$ cat src/hdl/nps_pkg.sv
// Package: widths, reset value, controller states and control bundles of the prime search.
`timescale 1ns / 1ps
package nps_pkg;

  localparam int NUM_WIDTH = 20;
  localparam int OUT_W     = NUM_WIDTH + 1;
  // trial divisor never passes sqrt(2^OUT_W) + 2
  localparam int D_W       = NUM_WIDTH / 2 + 2;
  localparam int SQ_W      = NUM_WIDTH + 2;
  localparam int CNT_W     = $clog2(OUT_W);

  localparam logic [NUM_WIDTH-1:0] LIMIT_RESET   = NUM_WIDTH'(100000);
  localparam logic [OUT_W-1:0]     SMALLEST_PRIME = OUT_W'(3);
  localparam logic [CNT_W-1:0]     DIV_LAST       = CNT_W'(OUT_W - 1);

  typedef enum logic [2:0] {
    ST_IDLE,
    ST_CHECK,
    ST_TEST,
    ST_DIV,
    ST_EVAL,
    ST_FINISH
  } state_e;

  typedef struct packed {
    logic load_cand;
    logic step_cand;
    logic init_d;
    logic next_d;
    logic div_start;
    logic div_step;
    logic load_out;
    logic found;
  } cmd_t;

  typedef struct packed {
    logic cand_le_limit;
    logic cand_small;
    logic dsq_gt_cand;
    logic div_last;
    logic rem_zero;
  } status_t;

endpackage

$ cat src/hdl/nps_if.sv
// Interfaces: input word, result word and limit write channels.
`timescale 1ns / 1ps
interface nps_in_if;
  logic                          valid;
  logic                          ready;
  logic [nps_pkg::NUM_WIDTH-1:0] start_value;
  modport source (output valid, output start_value, input ready);
  modport sink   (input valid, input start_value, output ready);
endinterface

interface nps_out_if;
  logic                      valid;
  logic                      ready;
  logic [nps_pkg::OUT_W-1:0] prime_value;
  logic                      found;
  modport source (output valid, output prime_value, output found, input ready);
  modport sink   (input valid, input prime_value, input found, output ready);
endinterface

interface nps_cfg_if;
  logic                          valid;
  logic                          ready;
  logic [nps_pkg::NUM_WIDTH-1:0] upper_limit;
  modport source (output valid, output upper_limit, input ready);
  modport sink   (input valid, input upper_limit, output ready);
endinterface

$ cat src/hdl/nps_dpath.sv
// Datapath: candidate, limit register, trial divisor and its square, bit-serial remainder unit.
`timescale 1ns / 1ps
module nps_dpath (
  input  logic                          clk_i,
  input  logic                          rst_ni,
  input  nps_pkg::cmd_t                 cmd_i,
  output nps_pkg::status_t              stat_o,
  input  logic [nps_pkg::NUM_WIDTH-1:0] start_value_i,
  input  logic                          cfg_we_i,
  input  logic [nps_pkg::NUM_WIDTH-1:0] cfg_limit_i,
  output logic [nps_pkg::OUT_W-1:0]     prime_value_o,
  output logic                          found_o
);
  import nps_pkg::*;

  logic [NUM_WIDTH-1:0] limit_q;
  logic [OUT_W-1:0]     cand_q, cand_d;
  logic [D_W-1:0]       d_q, d_d;
  logic [SQ_W-1:0]      dsq_q, dsq_d;
  logic [D_W-1:0]       rem_q, rem_d;
  logic [OUT_W-1:0]     quo_q, quo_d;
  logic [CNT_W-1:0]     cnt_q, cnt_d;
  logic [OUT_W-1:0]     prime_q;
  logic                 found_q;
  logic [D_W:0]         trial;
  logic [D_W:0]         trial_sub;
  logic [OUT_W-1:0]     first_cand;

  // hold the limit; reset gives the default
  always_ff @(posedge clk_i or negedge rst_ni) begin
    if (!rst_ni) begin
      limit_q <= LIMIT_RESET;
    end else if (cfg_we_i) begin
      limit_q <= cfg_limit_i;
    end
  end

  // first odd number above the input
  assign first_cand = start_value_i[0] ? ({1'b0, start_value_i} + OUT_W'(2))
                                       : ({1'b0, start_value_i} + OUT_W'(1));

  // one restoring division step: shift in the next dividend bit, subtract if it fits
  assign trial     = {rem_q, quo_q[OUT_W-1]};
  assign trial_sub = trial - {1'b0, d_q};

  always_comb begin
    cand_d = cand_q;
    d_d    = d_q;
    dsq_d  = dsq_q;
    rem_d  = rem_q;
    quo_d  = quo_q;
    cnt_d  = cnt_q;
    if (cmd_i.load_cand) begin
      cand_d = first_cand;
    end else if (cmd_i.step_cand) begin
      cand_d = cand_q + OUT_W'(2);
    end
    // (d + 2)^2 = d^2 + 4d + 4
    if (cmd_i.init_d) begin
      d_d   = D_W'(3);
      dsq_d = SQ_W'(9);
    end else if (cmd_i.next_d) begin
      d_d   = d_q + D_W'(2);
      dsq_d = dsq_q + SQ_W'({d_q, 2'b00}) + SQ_W'(4);
    end
    if (cmd_i.div_start) begin
      rem_d = '0;
      quo_d = cand_q;
      cnt_d = '0;
    end else if (cmd_i.div_step) begin
      rem_d = trial[D_W] ? trial_sub[D_W-1:0]
            : ((trial >= {1'b0, d_q}) ? trial_sub[D_W-1:0] : trial[D_W-1:0]);
      quo_d = {quo_q[OUT_W-2:0], 1'b0};
      cnt_d = cnt_q + CNT_W'(1);
    end
  end

  always_ff @(posedge clk_i) begin
    cand_q <= cand_d;
    d_q    <= d_d;
    dsq_q  <= dsq_d;
    rem_q  <= rem_d;
    quo_q  <= quo_d;
    cnt_q  <= cnt_d;
  end

  // capture the result word
  always_ff @(posedge clk_i) begin
    if (cmd_i.load_out) begin
      prime_q <= cand_q;
      found_q <= cmd_i.found;
    end
  end

  assign stat_o.cand_le_limit = cand_q <= {1'b0, limit_q};
  assign stat_o.cand_small    = cand_q < SMALLEST_PRIME;
  assign stat_o.dsq_gt_cand   = dsq_q > {1'b0, cand_q};
  assign stat_o.div_last      = cnt_q == DIV_LAST;
  assign stat_o.rem_zero      = rem_q == '0;

  assign prime_value_o = prime_q;
  assign found_o       = found_q;

`ifndef NO_ASSERTIONS
  a_cand_odd: assert property (@(posedge clk_i) disable iff (!rst_ni)
    cmd_i.init_d |-> cand_q[0])
    else $error("even candidate reached the divisor loop");

  a_step_two: assert property (@(posedge clk_i) disable iff (!rst_ni)
    cmd_i.step_cand |=> cand_q == $past(cand_q) + OUT_W'(2))
    else $error("candidate did not advance by two");

  a_rem_below_d: assert property (@(posedge clk_i) disable iff (!rst_ni)
    $past(cmd_i.div_step) |-> rem_q < d_q)
    else $error("partial remainder not below divisor");
`endif

endmodule

$ cat src/hdl/nps_ctrl.sv
// Controller: sequences candidates, divisor trials and the result word handoff.
`timescale 1ns / 1ps
module nps_ctrl (
  input  logic             clk_i,
  input  logic             rst_ni,
  input  logic             in_valid_i,
  output logic             in_ready_o,
  output logic             out_valid_o,
  input  logic             out_ready_i,
  output nps_pkg::cmd_t    cmd_o,
  input  nps_pkg::status_t stat_i
);
  import nps_pkg::*;

  state_e state_q, state_d;
  logic   hit_q, hit_d;
  logic   out_valid_q, out_valid_d;

  always_ff @(posedge clk_i or negedge rst_ni) begin
    if (!rst_ni) begin
      state_q     <= ST_IDLE;
      hit_q       <= 1'b0;
      out_valid_q <= 1'b0;
    end else begin
      state_q     <= state_d;
      hit_q       <= hit_d;
      out_valid_q <= out_valid_d;
    end
  end

  // next state and datapath commands
  always_comb begin
    state_d    = state_q;
    hit_d      = hit_q;
    cmd_o      = '0;
    in_ready_o = 1'b0;
    case (state_q)
      ST_IDLE: begin
        in_ready_o = 1'b1;
        if (in_valid_i) begin
          cmd_o.load_cand = 1'b1;
          state_d         = ST_CHECK;
        end
      end
      ST_CHECK: begin
        if (!stat_i.cand_le_limit) begin
          hit_d   = 1'b0;
          state_d = ST_FINISH;
        end else if (stat_i.cand_small) begin
          cmd_o.step_cand = 1'b1;
        end else begin
          cmd_o.init_d = 1'b1;
          state_d      = ST_TEST;
        end
      end
      ST_TEST: begin
        if (stat_i.dsq_gt_cand) begin
          hit_d   = 1'b1;
          state_d = ST_FINISH;
        end else begin
          cmd_o.div_start = 1'b1;
          state_d         = ST_DIV;
        end
      end
      ST_DIV: begin
        cmd_o.div_step = 1'b1;
        if (stat_i.div_last) begin
          state_d = ST_EVAL;
        end
      end
      ST_EVAL: begin
        if (stat_i.rem_zero) begin
          cmd_o.step_cand = 1'b1;
          state_d         = ST_CHECK;
        end else begin
          cmd_o.next_d = 1'b1;
          state_d      = ST_TEST;
        end
      end
      ST_FINISH: begin
        if (!out_valid_q || out_ready_i) begin
          cmd_o.load_out = 1'b1;
          cmd_o.found    = hit_q;
          state_d        = ST_IDLE;
        end
      end
      default: begin
        state_d = ST_IDLE;
      end
    endcase
  end

  // hold the result word until taken
  always_comb begin
    if (cmd_o.load_out) begin
      out_valid_d = 1'b1;
    end else if (out_ready_i) begin
      out_valid_d = 1'b0;
    end else begin
      out_valid_d = out_valid_q;
    end
  end

  assign out_valid_o = out_valid_q;

`ifndef NO_ASSERTIONS
  a_div_runs: assert property (@(posedge clk_i) disable iff (!rst_ni)
    (state_q == ST_DIV && !stat_i.div_last) |=> state_q == ST_DIV)
    else $error("division left before its last step");

  a_valid_from_finish: assert property (@(posedge clk_i) disable iff (!rst_ni)
    $rose(out_valid_q) |-> $past(state_q) == ST_FINISH)
    else $error("result word raised outside finish");

  a_prime_hit: assert property (@(posedge clk_i) disable iff (!rst_ni)
    (state_q == ST_TEST && stat_i.dsq_gt_cand) |=> hit_q && state_q == ST_FINISH)
    else $error("prime candidate not flagged as found");
`endif

endmodule

$ cat src/hdl/next_prime_search.sv
// Search: per candidate, a trial by each odd divisor from 3 up to sqrt(candidate), then the
// result handoff; a prime is accepted once the divisor's square exceeds it, and
// composites stop at their smallest factor.
// Throughput: one word at a time; the bit-serial remainder unit sets the rate. A new
// word is taken while the last result still waits.
// Reset: asynchronous active low; clears control and restores the limit to 100000.
`timescale 1ns / 1ps
module next_prime_search (
  input  logic              clk_i,
  input  logic              rst_ni,
  nps_in_if.sink            start_i,
  nps_out_if.source         result_o,
  nps_cfg_if.sink           cfg_i
);
  import nps_pkg::*;

  cmd_t    cmd;
  status_t stat;

  // limit writes are always taken
  assign cfg_i.ready = 1'b1;

  nps_ctrl u_ctrl (
    .clk_i       (clk_i),
    .rst_ni      (rst_ni),
    .in_valid_i  (start_i.valid),
    .in_ready_o  (start_i.ready),
    .out_valid_o (result_o.valid),
    .out_ready_i (result_o.ready),
    .cmd_o       (cmd),
    .stat_i      (stat)
  );

  nps_dpath u_dpath (
    .clk_i         (clk_i),
    .rst_ni        (rst_ni),
    .cmd_i         (cmd),
    .stat_o        (stat),
    .start_value_i (start_i.start_value),
    .cfg_we_i      (cfg_i.valid),
    .cfg_limit_i   (cfg_i.upper_limit),
    .prime_value_o (result_o.prime_value),
    .found_o       (result_o.found)
  );

endmodule

$ cat src/flat_wrapper.sv
// flat-port wrapper written by rule: the top's interface ports become plain ports
module next_prime_search_flat import nps_pkg::*;
  (clk_i, rst_ni, start_i_valid, start_i_start_value, start_i_ready, result_o_valid, result_o_prime_value, result_o_found, result_o_ready, cfg_i_valid, cfg_i_upper_limit, cfg_i_ready);
  nps_in_if start_i_i ();
  nps_out_if result_o_i ();
  nps_cfg_if cfg_i_i ();
  input  logic clk_i;
  input  logic rst_ni;
  input wire logic [$bits(start_i_i.valid)-1:0] start_i_valid;
  input wire logic [$bits(start_i_i.start_value)-1:0] start_i_start_value;
  output wire logic [$bits(start_i_i.ready)-1:0] start_i_ready;
  output wire logic [$bits(result_o_i.valid)-1:0] result_o_valid;
  output wire logic [$bits(result_o_i.prime_value)-1:0] result_o_prime_value;
  output wire logic [$bits(result_o_i.found)-1:0] result_o_found;
  input wire logic [$bits(result_o_i.ready)-1:0] result_o_ready;
  input wire logic [$bits(cfg_i_i.valid)-1:0] cfg_i_valid;
  input wire logic [$bits(cfg_i_i.upper_limit)-1:0] cfg_i_upper_limit;
  output wire logic [$bits(cfg_i_i.ready)-1:0] cfg_i_ready;
  assign start_i_i.valid = start_i_valid;
  assign start_i_i.start_value = start_i_start_value;
  assign start_i_ready = start_i_i.ready;
  assign result_o_valid = result_o_i.valid;
  assign result_o_prime_value = result_o_i.prime_value;
  assign result_o_found = result_o_i.found;
  assign result_o_i.ready = result_o_ready;
  assign cfg_i_i.valid = cfg_i_valid;
  assign cfg_i_i.upper_limit = cfg_i_upper_limit;
  assign cfg_i_ready = cfg_i_i.ready;
  next_prime_search u_core (.clk_i(clk_i), .rst_ni(rst_ni), .start_i(start_i_i), .result_o(result_o_i), .cfg_i(cfg_i_i));
endmodule
$ cat config.mk
export PLATFORM = sky130hd
export DESIGN_NAME = next_prime_search_flat
export DESIGN_NICKNAME = d
export VERILOG_FILES = /design/src/hdl/nps_pkg.sv /design/src/hdl/nps_if.sv /design/src/hdl/nps_dpath.sv /design/src/hdl/nps_ctrl.sv /design/src/hdl/next_prime_search.sv /design/src/flat_wrapper.sv
export SDC_FILE = /design/constraint.sdc
export NUM_CORES = 1
export LEC_CHECK = 0
export BUFFER_PORTS_ARGS = -buffer_cell sky130_fd_sc_hd__buf_2
export CORE_MARGIN = 4
export CORE_UTILIZATION = 55
export DETAILED_ROUTE_END_ITERATION = 10
export GPL_ROUTABILITY_DRIVEN = 0
export GPL_TIMING_DRIVEN = 0
export PLACE_DENSITY = 0.79
export SLEW_MARGIN = 0
export SYNTH_ARGS = -nofsm -noshare
export SYNTH_HDL_FRONTEND = slang
export SYNTH_SLANG_ARGS = --single-unit
export TNS_END_PERCENT = 50
$ cat constraint.sdc
create_clock -name clk_i -period 3 [get_ports clk_i]
set_input_delay 0.6 -clock clk_i [delete_from_list [all_inputs] [get_ports clk_i]]
set_output_delay 0.6 -clock clk_i [all_outputs]
set_load 0.1 [all_outputs]
Yosys cells after proc, flatten, opt, wreduce, memory -nomap -nowiden
Index checks and enable logic that the tools add are counted.

Register bits after elaboration: 140. Bits of input ports: 45. Output and inout port bits: 25. Word-level logic and storage cells: 83.

Add/sub/neg operators: 8. Order comparisons: 4. Eq/ne operators: 12. Muxes and demuxes: 36. Reductions and logical operators: 11.

Operator list (number): $mux W21 (5); $mux W12 (2); $add A22 B14 Y22 (1); $add A22 B3 Y22 const B (1); $gt A22 B21 Y1 (1); $add A20 B1 Y21 const B (1); $add A20 B2 Y21 const B (1); $add A21 B2 Y21 const B (1); $le A21 B20 Y1 (1); $lt A21 B2 Y1 const B (1); $mux W3 (6); $pmux W3 S6 (1); $mux W1 (16); $ge A13 B12 Y1 (1); $add A12 B2 Y12 const B (1); $logic_not A12 Y1 (1); $sub A12 B12 Y12 (1); $mux W2 (4); $reduce_bool A2 Y1 (4); $eq A3 B2 Y1 const B (2); $eq A3 B3 Y1 const B (2); $ne A2 B2 Y1 const B (3); $add A5 B1 Y5 const B (1); $eq A5 B5 Y1 const B (1); other kinds (10) (12).

Longest topological paths before layout
Gate-level depths: netlist of the first run.

Depth after elaboration: 6. Depth in mapped cells: 13. Gate-level depth less buffers: 13.

Hierarchy
A second synthesis of the first run with hierarchy kept.

Cell total of the unflattened synthesis: 883. Area total of the unflattened synthesis: 8489.4 um2.

By module, submodules not included: nps_dpath (instances 1, cells each 833, area each 8052.7 um2, sequential area each 3370.7 um2); nps_ctrl (instances 1, cells each 48, area each 425.4 um2, sequential area each 125.1 um2); next_prime_search (instances 1, cells each 2, area each 11.3 um2, sequential area each 0.0 um2).

Worst setup path before layout of the first run
No wires, ideal clock.

Kind: register -> register. Start: register u_core.u_ctrl.state_q[2]. End: register u_core.u_dpath.cand_q[10] (enable). Setup time: 0.377 ns. Arrival time: 4.069 ns. Required time: 2.623 ns. Setup slack: -1.446 ns. Stages on the path, launching flop included: 8. Path buffers: 3. Clock period less this slack: 4.446 ns. Cell sequence: dfrtp_1 -> buf_4 -> nor3_1 -> and2_1 -> clkbuf_1 -> clkbuf_1 -> a21oi_1 -> nand2_1.

Cells in the longest elaborated chain, start to end: 3. Elaborated cells on any way between the ends: 6. Classes of those cells: 2 x eq/ne; 2 x mux; 2 x reduce/logical.

Ends and longest elaborated chain: start, declared (RTL line nps_ctrl.sv:15) `state_e state_q, state_d;`; start signal, assigned (RTL line nps_ctrl.sv:25) `state_q <= state_d;`; $eq A3 B3 Y1, or another cell as far along (RTL line nps_ctrl.sv:37) `case (state_q)`; $pmux W1 S2 / $mux W1 (equally long branches) (RTL line nps_ctrl.sv:37); $reduce_bool A2 Y1 (no line) *; end signal, assigned (RTL line nps_dpath.sv:79) `cand_q <= cand_d;`; end, declared (RTL line nps_dpath.sv:17) `logic [OUT_W-1:0] cand_q, cand_d;`.

Every way passes the cells marked *; elsewhere a longest branch is shown, timed or not. A chain may end at the register's enable or synchronous reset.

Final worst setup path of the first run
Start: register u_core.u_dpath.cand_q[20]. End: register u_core.u_dpath.quo_q[17] (data pin).

Cells in the longest elaborated chain, start to end: 4.

Ends and longest elaborated chain: $gt A22 B21 Y1 (RTL line nps_dpath.sv:97) `assign stat_o.dsq_gt_cand = dsq_q > {1'b0, cand_q};`; $mux W1 (RTL line nps_ctrl.sv:57) `if (stat_i.dsq_gt_cand) begin`; $mux W1 (RTL line nps_ctrl.sv:37); $mux W21 (RTL line nps_dpath.sv:66) `if (cmd_i.div_start) begin`; net u_core.u_dpath.quo_d[17] (RTL line nps_dpath.sv:21) `logic [OUT_W-1:0] quo_q, quo_d;`; end signal, assigned (RTL line nps_dpath.sv:83) `quo_q <= quo_d;`; end, declared (RTL line nps_dpath.sv:21).

The timed path passes the listed nets, and every way through them passes these cells.

==> results.json, run 1 <==
{
  "final_antenna_net_count": 0,
  "die_w_um": 131.6,
  "grt.total_usage_pct": 24.27,
  "cts_buffer_depth": 2,
  "powerDensity_nw_per_um2": 1012,
  "clock_skew_ps": 16.25,
  "clockRootBuffer": "clkbuf_16",
  "num_rows": 44,
  "dp_hpwl_mm": 14.26,
  "finalHoldViolCount": 0,
  "netlist.area_leader.share_pct": 22.89,
  "dieArea_um2": 17310,
  "syn_area_per_cell_um2": 9.499,
  "layout_common_cells": "81 x nand2_1, 79 x ha_1, 76 x buf_2",
  "drive_above_1_share_pct": 18.35,
  "async_flop_share_pct": 18.38,
  "final_util_pct": 66.68,
  "p_total_mw": 9.951,
  "syn_area_um2": 8397,
  "cts.reportedPaths.clkPinSlew_ps": 70,
  "post_drt_wl_per_cell_um": 17.37,
  "cap_violations": 0,
  "yosys_register_bits": 136,
  "grt_pass1_wl_mm": 34.19,
  "layout_commonest_cell": "nand2_1",
  "area_growth_pct": 17.17,
  "setup_tns_ps": 0,
  "grt_max_degree": 26,
  "cts_hold_buf": 0,
  "io_pins": 70,
  "wl_mm": 20.72,
  "synth_edf_count": 64,
  "p_leak_nw": 4.147,
  "maxClockFrequency_mhz": 341.3,
  "status": "finished clean",
  "slew_headroom_pct": 38.44,
  "vias": 7047,
  "placed_cells": 1136,
  "antenna_found_initial": 0,
  "die_h_um": 131.6,
  "worstPathMaxFanout": 10,
  "layout_min_cycle_time_ps": 2930,
  "vias_per_cell": 5.907,
  "htreeDepth": 4,
  "synth_nets": 1010,
  "dr.first_iter.drc_count": 583,
  "critPathKind": "reg -> reg",
  "drt_first_pass_iters": 5,
  "coreArea_um2": 14750,
  "cts_buffers": 17,
  "netlist_instances": 884,
  "vdd_ir_drop_max_mv": 0.5043,
  "layout.nets": 1121,
  "setup_violations": 0,
  "drc": 0,
  "clk_latency_ps": 440,
  "slew_viol_final": 0,
  "rsz0062_at_grt": "yes",
  "cp-end-kind": "flip-flop",
  "ys.flop_type": "edfxtp_1",
  "hp-class": "in -> async",
  "worst_slew_pin_slew_ps": 916.4,
  "synthTopCellsByArea": "edfxtp_1 23%, ha_1 12%, dfxtp_1 11%, dfrtp_1 5.7%, xnor2_1 4.9%",
  "finalNonFillerCells": 1193,
  "crit_required_ps": 3190,
  "grt_overflow_total": 0,
  "synth_top_area_cell": "edfxtp_1",
  "cp-start-kind": "flip-flop",
  "cts_tree": "done",
  "whs_ps": 155.4,
  "first_global_vias": 7011,
  "fill_cells": 1157,
  "start_util_pct": 56.91,
  "arrival_ps": 3120,
  "ys_warn_count": 0,
  "synth-seq-area-share_pct": 41.63,
  "period_share_pct": 97.67,
  "portBuffers": 67,
  "cts_sinks": 136,
  "yosysUniqueCellTypes": 62
}
==> layer usage <==
layer  global-route usage (%)  vias up  part of all wire [%]
met1                    31.57     3313                    43
li1                         -     3425                     -
met3                    6.919       57                   8.0
met2                    38.48      252                    46
met5                        0        -                     0
met4                    9.568        0                   2.7
==> critical path: stages, from the launching register on <==
cell	delay (ps)
edfxtp_1	390
inv_1	60
ha_1	320
a211oi_1	230
nand2_1	110
a2111oi_0	390
nand3_1	200
a21boi_1	240
buf_4	220
buf_6	170
mux2_2	350
==> cells by family after synthesis <==
group | after synthesis | synth area share, %
buf+inv | 90 | 4.426
xor+xnor | 67 | 6.988
mux | 30 | 3.904
flops | 136 | 41.63
compound gates | 179 | 13.38
fa+ha+maj | 81 | 12.25
other cells | 1 | 0.04466
simple gates | 300 | 17.37
==> area by class of cell <==
class / instances / area [µm²] / area share (%)
well taps: 184 / 230.2 / 2.340
repair buffers: 92 / 530.5 / 5.392
inverters: 63 / 236.5 / 2.404
diodes: 1 / 2.502 / 0.02544
clock buffers: 19 / 475.5 / 4.833
multi-input cells: 658 / 4593 / 46.69
clock inverters: 13 / 135.1 / 1.374
flip-flops and latches: 136 / 3500 / 35.57
plain buffers: 27 / 135.1 / 1.374
==> through the flow <==
stage	worst slack [ps]	cell area (µm²)
floorplan	110.8	8417
global placement	-402.3	8982
detailed placement	-433.1	9000
CTS	14.14	9761
global route	-13.43	9836
finish	69.87	9838
==> sequential cells by signal, summed over array words and instances, names as in the netlist <==
| name | count |
|---|---|
| u_core.u_ctrl.hit_q | 1 |
| u_core.u_ctrl.out_valid_o | 1 |
| u_core.u_ctrl.state_q | 3 |
| u_core.u_dpath.cand_q | 21 |
| u_core.u_dpath.cnt_q | 5 |
| u_core.u_dpath.d_q | 11 |
| u_core.u_dpath.dsq_q | 19 |
| u_core.u_dpath.found_o | 1 |
| u_core.u_dpath.limit_q | 20 |
| u_core.u_dpath.prime_value_o | 21 |
| u_core.u_dpath.quo_q | 21 |
| u_core.u_dpath.rem_q | 12 |
==> where the power goes <==
part	internal (mW)	switching [mW]	total, mW	leakage (nW)
clock	1.21	0.938	2.15	0.300
sequential	2.56	0.408	2.97	1.27
combinational	1.89	2.94	4.83	2.57
==> final timing paths <==
check                                          start                         end  cells past startpoint  slack, ps
max in group asynchronous                     rst_ni    u_core.u_ctrl.state_q[1]                      1       2450
min in group clk_i             cfg_i_upper_limit[11]  u_core.u_dpath.limit_q[11]                      3        360
hold / removal                                rst_ni  u_core.u_dpath.limit_q[17]                      1        160
setup reg to reg           u_core.u_dpath.cand_q[20]    u_core.u_dpath.quo_q[17]                     10         70
setup / recovery           u_core.u_dpath.cand_q[20]    u_core.u_dpath.quo_q[17]                     10         70
hold reg to reg              u_core.u_dpath.dsq_q[4]     u_core.u_dpath.dsq_q[4]                      2        490
==> what timing repair did <==
item	CTS	global route
gates resized for setup	3	6
setup buffers	18	6
hold endpoints to repair	0	0
endpoints found under the setup margin	59	74
pin swaps	1	1
==> synth_stat cells, types with 19 or more instances <==
cell type,number
nand4_1,24
xor2_1,20
o21ai_0,49
mux2_2,22
edfxtp_1,64
dfxtp_1,47
nand2_1,82
nand3_1,33
xnor2_1,47
ha_1,79
nor3_1,24
nor2_1,73
a21oi_1,51
inv_1,63
dfrtp_1,19
Power figures use the tool's default switching activity.
==> run 2, diff against run 1 <==
BUFFER_PORTS_ARGS = not set   (was -buffer_cell sky130_fd_sc_hd__buf_2)
DONT_BUFFER_PORTS = 1   (was not set)
PLACE_DENSITY = 0.75   (was 0.79)
==> run 2 against run 1 <==
Wire length shrank 5.9%. Sequential cell count is the same. Maximum frequency shrank 0.16%. Critical path type unchanged. Largest power group unchanged.
==> results.json, run 2 (synthesized netlist as in run 1, its figures left out) <==
{
  "status": "finished clean",
  "cts_tree": "done",
  "r2r_cells": 11,
  "p_total_mw": 9.640,
  "n_antenna_cell": 0,
  "placed_cells": 1069,
  "fill_cells": 1191,
  "hold_end": "u_core.u_dpath.limit_q[7]",
  "layout.nets": 1059,
  "cp-end-kind": "flip-flop",
  "setup_violations": 0,
  "reg2reg_to": "u_core.u_dpath.quo_q[18]",
  "dp_slack_ps": -630.4,
  "worstPathMaxFanout": 10,
  "crit_required_ps": 3160,
  "period_share_pct": 97.83,
  "dieArea_um2": 17310,
  "arrival_ps": 3090,
  "dp_hpwl_mm": 13.87,
  "vias": 6603,
  "layout_commonest_cell": "nand2_1",
  "layout_common_cells": "81 x nand2_1, 79 x ha_1, 73 x nor2_1",
  "cts.reportedPaths.clkPinSlew_ps": 60,
  "cts_sinks": 136,
  "final_antenna_net_count": 0,
  "grt.total_usage_pct": 22.08,
  "critPathKind": "reg -> reg",
  "cts_buffer_depth": 2,
  "multi_input_area_um2": 4611,
  "cp_common_cell": "buf_4",
  "clockRootBuffer": "clkbuf_16",
  "hold_start": "cfg_i_upper_limit[7]",
  "worst_slew_pin_slew_ps": 1060,
  "cp-start-kind": "flip-flop",
  "portBuffers": 0,
  "clock_skew_ps": 10.05,
  "grt_overflow_total": 0,
  "maxClockFrequency_mhz": 340.7,
  "layout_min_cycle_time_ps": 2935,
  "finalNonFillerCells": 1130,
  "drc": 0,
  "area_growth_pct": 13.19,
  "slowest_delay_ps": 400,
  "cts_buffers": 17,
  "hp-class": "in -> reg",
  "vdd_ir_drop_max_mv": 0.5349,
  "slew_viol_final": 0,
  "slew_headroom_pct": 29.07,
  "antenna_found_initial": 0,
  "min_path_cells": 2,
  "rrSetupSlack_ps": 70,
  "drt_first_pass_iters": 5,
  "grt_pass1_wl_mm": 31.32,
  "grt_max_degree": 23,
  "p_leak_nw": 3.879,
  "coreArea_um2": 14750,
  "cap_violations": 0,
  "dr.first_iter.drc_count": 499,
  "num_rows": 44,
  "r2r_start": "u_core.u_dpath.cand_q[9]",
  "slowest_stage": "edfxtp_1",
  "vias_per_cell": 5.843,
  "htreeDepth": 4,
  "finalHoldViolCount": 0,
  "clk_latency_ps": 410,
  "wl_mm": 19.50,
  "post_drt_wl_per_cell_um": 17.25,
  "cp_cell_sequence": "inv_1, ha_1, a21oi_1, o21ai_0, a2111oi_2, nand3_1, buf_4, a21boi_2, buf_4, buf_6, mux2_2",
  "path_buf_inv": 4,
  "die_w_um": 131.6,
  "drive_above_1_share_pct": 13.00,
  "ff_latch_area_um2": 3497,
  "die_h_um": 131.6,
  "first_global_vias": 6237,
  "final_util_pct": 64.42,
  "worst_slack_ps": 65.12,
  "start_util_pct": 56.91,
  "powerDensity_nw_per_um2": 1014,
  "crit_family": "compound AO/OA/AOI/OAI gates",
  "io_pins": 70
}
[run 2: cell count changes in the layout (fill, tap and decap cells not counted), moves of 2 or more]
cell | before | now
buf_2 | 76 | 9
inv_8 | 6 | 0
buf_4 | 28 | 32
clkbuf_16 | 19 | 17
clkinv_4 | 0 | 2
dlygate4sd3_1 | 0 | 2
[run 2: what timing repair did]
action | CTS | global route
hold endpoints to repair | 19 | 6
resized for setup | 7 | 8
hold buffers | 1 | 1
setup buffers | 7 | 21
endpoints found under the setup margin | 72 | 91
pin swaps | 1 | 1
gates cloned | 0 | 0
[run 2: area by class of cell]
cell class              count  share of cell area [%]
plain buffers              26                   1.395
clock buffers              20                   4.595
clock inverters            12                   1.211
inverters                  63                   2.488
multi-input cells         658                   48.51
flip-flops and latches    136                   36.80
well taps                 184                   2.422
repair buffers             31                   2.580
[run 2: power breakdown]
part           internal (mW)  total, mW  switching, mW
logic                   1.86       4.33           2.47
clock network           1.15       1.97          0.821
registers               2.56       3.34          0.778
total                   5.57       9.64           4.07
[run 2: worst max path at each step]
| stage | startpoint | to | slack, ps | cells past startpoint |
|---|---|---|---|---|
| floorplan | u_core.u_ctrl.state_q[0] | u_core.u_dpath.cand_q[10] | 110 | 7 |
| global placement | u_core.u_ctrl.state_q[0] | u_core.u_dpath.cand_q[19] | -650 | 7 |
| detailed placement | u_core.u_ctrl.state_q[1] | u_core.u_dpath.cand_q[19] | -630 | 7 |
| CTS | u_core.u_dpath.cand_q[11] | u_core.u_dpath.quo_q[18] | -3 | 9 |
| global route | u_core.u_dpath.cand_q[9] | u_core.u_dpath.quo_q[18] | -10 | 11 |
| finish | u_core.u_dpath.cand_q[9] | u_core.u_dpath.quo_q[18] | 70 | 11 |
[run 2: worst reg2reg max path, delay by kind of cell, from the launching register on]
| kind | cells | cell delay (ps) |
|---|---|---|
| multiplexers | 1 | 340 |
| buffers and inverters | 4 | 610 |
| adder cells (fa/ha/maj) | 1 | 330 |
| AO/OA/AOI/OAI | 4 | 860 |
| AND/OR/NAND/NOR | 1 | 140 |
| flip-flops | 1 | 400 |
[run 2: metal layers]
layer / share of wire, % / up-vias / GRT usage (%) / wire length (µm)
met5: 0 / - / 0 / 0
met4: 1.3 / 0 / 5.426 / 250
met1: 46 / 3079 / 30.92 / 8942
met2: 46 / 211 / 34.58 / 8924
met3: 7.1 / 24 / 5.505 / 1381
li1: - / 3289 / - / -
[run 2: stage by stage]
step / area [µm²] / hold slack (ps) / setup TNS (ps)
after floorplan: 8417 / 304.4 / 0
after global placement: 8647 / 305.1 / -23440
after detailed placement: 8665 / 305.2 / -22540
after CTS: 9298 / 10.94 / -3.014
after global routing: 9504 / 286.8 / -27.36
final: 9504 / 303.5 / 0
==> run 3, diff against run 2 <==
RECOVER_POWER = 50   (was not set)
==> run 3 against run 2 <==
Critical path depth did not move. Register-to-register slack about the same. Combinational power shrank 1%. Critical path type unchanged.
==> results.json, run 3 (synthesized netlist as in run 1, its figures left out) <==
{
  "vias_per_cell": 5.844,
  "finalHoldViolCount": 0,
  "drt_first_pass_iters": 5,
  "ff_latch_area_um2": 3497,
  "setup_tns_ps": 0,
  "cp-start-kind": "flip-flop",
  "io_pins": 70,
  "slew_viol_final": 0,
  "critPathKind": "reg -> reg",
  "multi_input_area_um2": 4608,
  "cts_sinks": 136,
  "p_leak_nw": 3.818,
  "cts_buffer_depth": 2,
  "coreArea_um2": 14750,
  "dp_hpwl_mm": 13.87,
  "post_drt_wl_per_cell_um": 17.21,
  "final_util_pct": 63.97,
  "htreeDepth": 4,
  "wl_mm": 19.44,
  "powerDensity_nw_per_um2": 1016,
  "clock_skew_ps": 9.727,
  "worst_slew_pin_slew_ps": 1110,
  "grt_max_degree": 23,
  "fill_cells": 1208,
  "grt.total_usage_pct": 22.08,
  "setup_violations": 0,
  "antenna_found_initial": 0,
  "cts_buffers": 17,
  "num_rows": 44,
  "first_global_vias": 6237,
  "start_util_pct": 56.91,
  "dr.first_iter.drc_count": 519,
  "n_antenna_cell": 0,
  "clockRootBuffer": "clkbuf_16",
  "layout_common_cells": "81 x nand2_1, 79 x ha_1, 73 x nor2_1",
  "layout_commonest_cell": "nand2_1",
  "drc": 0,
  "status": "finished clean",
  "final_antenna_net_count": 0,
  "crit_required_ps": 3160,
  "maxClockFrequency_mhz": 340.9,
  "placed_cells": 1069,
  "layout.nets": 1059,
  "p_total_mw": 9.586,
  "arrival_ps": 3090,
  "period_share_pct": 97.78,
  "die_w_um": 131.6,
  "vdd_ir_drop_max_mv": 0.5316,
  "cts.reportedPaths.clkPinSlew_ps": 60,
  "clk_latency_ps": 410,
  "dieArea_um2": 17310,
  "die_h_um": 131.6,
  "grt_overflow_total": 0,
  "cts_tree": "done",
  "portBuffers": 0,
  "finalNonFillerCells": 1130,
  "slew_headroom_pct": 26.00,
  "drive_above_1_share_pct": 11.31,
  "layout_min_cycle_time_ps": 2934,
  "whs_ps": 304.3,
  "cap_violations": 0,
  "area_growth_pct": 12.40,
  "cp-end-kind": "flip-flop",
  "hp-class": "in -> reg",
  "grt_pass1_wl_mm": 31.32,
  "vias": 6604,
  "worstPathMaxFanout": 10
}
==> run 3: timing repair <==
item / 4_1_cts / 5_1_grt
hold endpoints to repair: 19 / 6
setup buffers: 7 / 21
resized for setup: 7 / 8
hold buffers: 1 / 1
endpoints found under the setup margin: 72 / 91
pin swaps: 1 / 1
cloned: 0 / 0
==> run 3: report_power, final <==
group / internal [mW] / switching [mW]
clock network: 1.15 / 0.818
registers: 2.57 / 0.777
logic: 1.81 / 2.47
==> run 3: worst max-delay path, stage by stage, from the launching register on <==
cell	delay, ps
edfxtp_1	390
inv_1	60
ha_1	320
a21oi_1	160
o21ai_0	160
a2111oi_2	400
nand3_1	140
buf_4	180
a21boi_2	150
buf_4	200
buf_6	170
mux2_2	340
==> run 3: routing by layer <==
metal  GRT usage [%]  part of all wire (%)
met2           34.58                    46
met5               0                     0
met3           5.505                   7.8
met4           5.426                   1.1
met1           30.92                    45
==> run 3: path summary, 6_finish.rpt <==
check	start	end	slack [ps]	cells past startpoint
worst max-delay path	u_core.u_dpath.cand_q[9]	u_core.u_dpath.quo_q[18]	70	11
worst min-delay path	cfg_i_upper_limit[7]	u_core.u_dpath.limit_q[7]	300	2
worst max register to register	u_core.u_dpath.cand_q[9]	u_core.u_dpath.quo_q[18]	70	11
worst min register to register	u_core.u_dpath.dsq_q[4]	u_core.u_dpath.dsq_q[4]	490	2
max in group asynchronous	rst_ni	u_core.u_ctrl.state_q[1]	1630	1
min in group asynchronous	rst_ni	u_core.u_dpath.limit_q[7]	770	1
==> run 3: stage by stage <==
step | area (µm²) | worst slack (ps)
final | 9438 | 66.49
after global routing | 9438 | -8.312
after CTS | 9298 | -3.014
after detailed placement | 8665 | -630.4
after global placement | 8647 | -646.1
after floorplan | 8417 | 110.8
==> run 3: final cells by class <==
class | count | area share, %
Timing Repair Buffer | 31 | 1.922
Clock buffer | 20 | 4.627
Tap cell | 184 | 2.439
Buffer | 26 | 1.405
Inverter | 63 | 2.506
Sequential cell | 136 | 37.05
Clock inverter | 12 | 1.220
Multi-Input combinational cell | 658 | 48.83
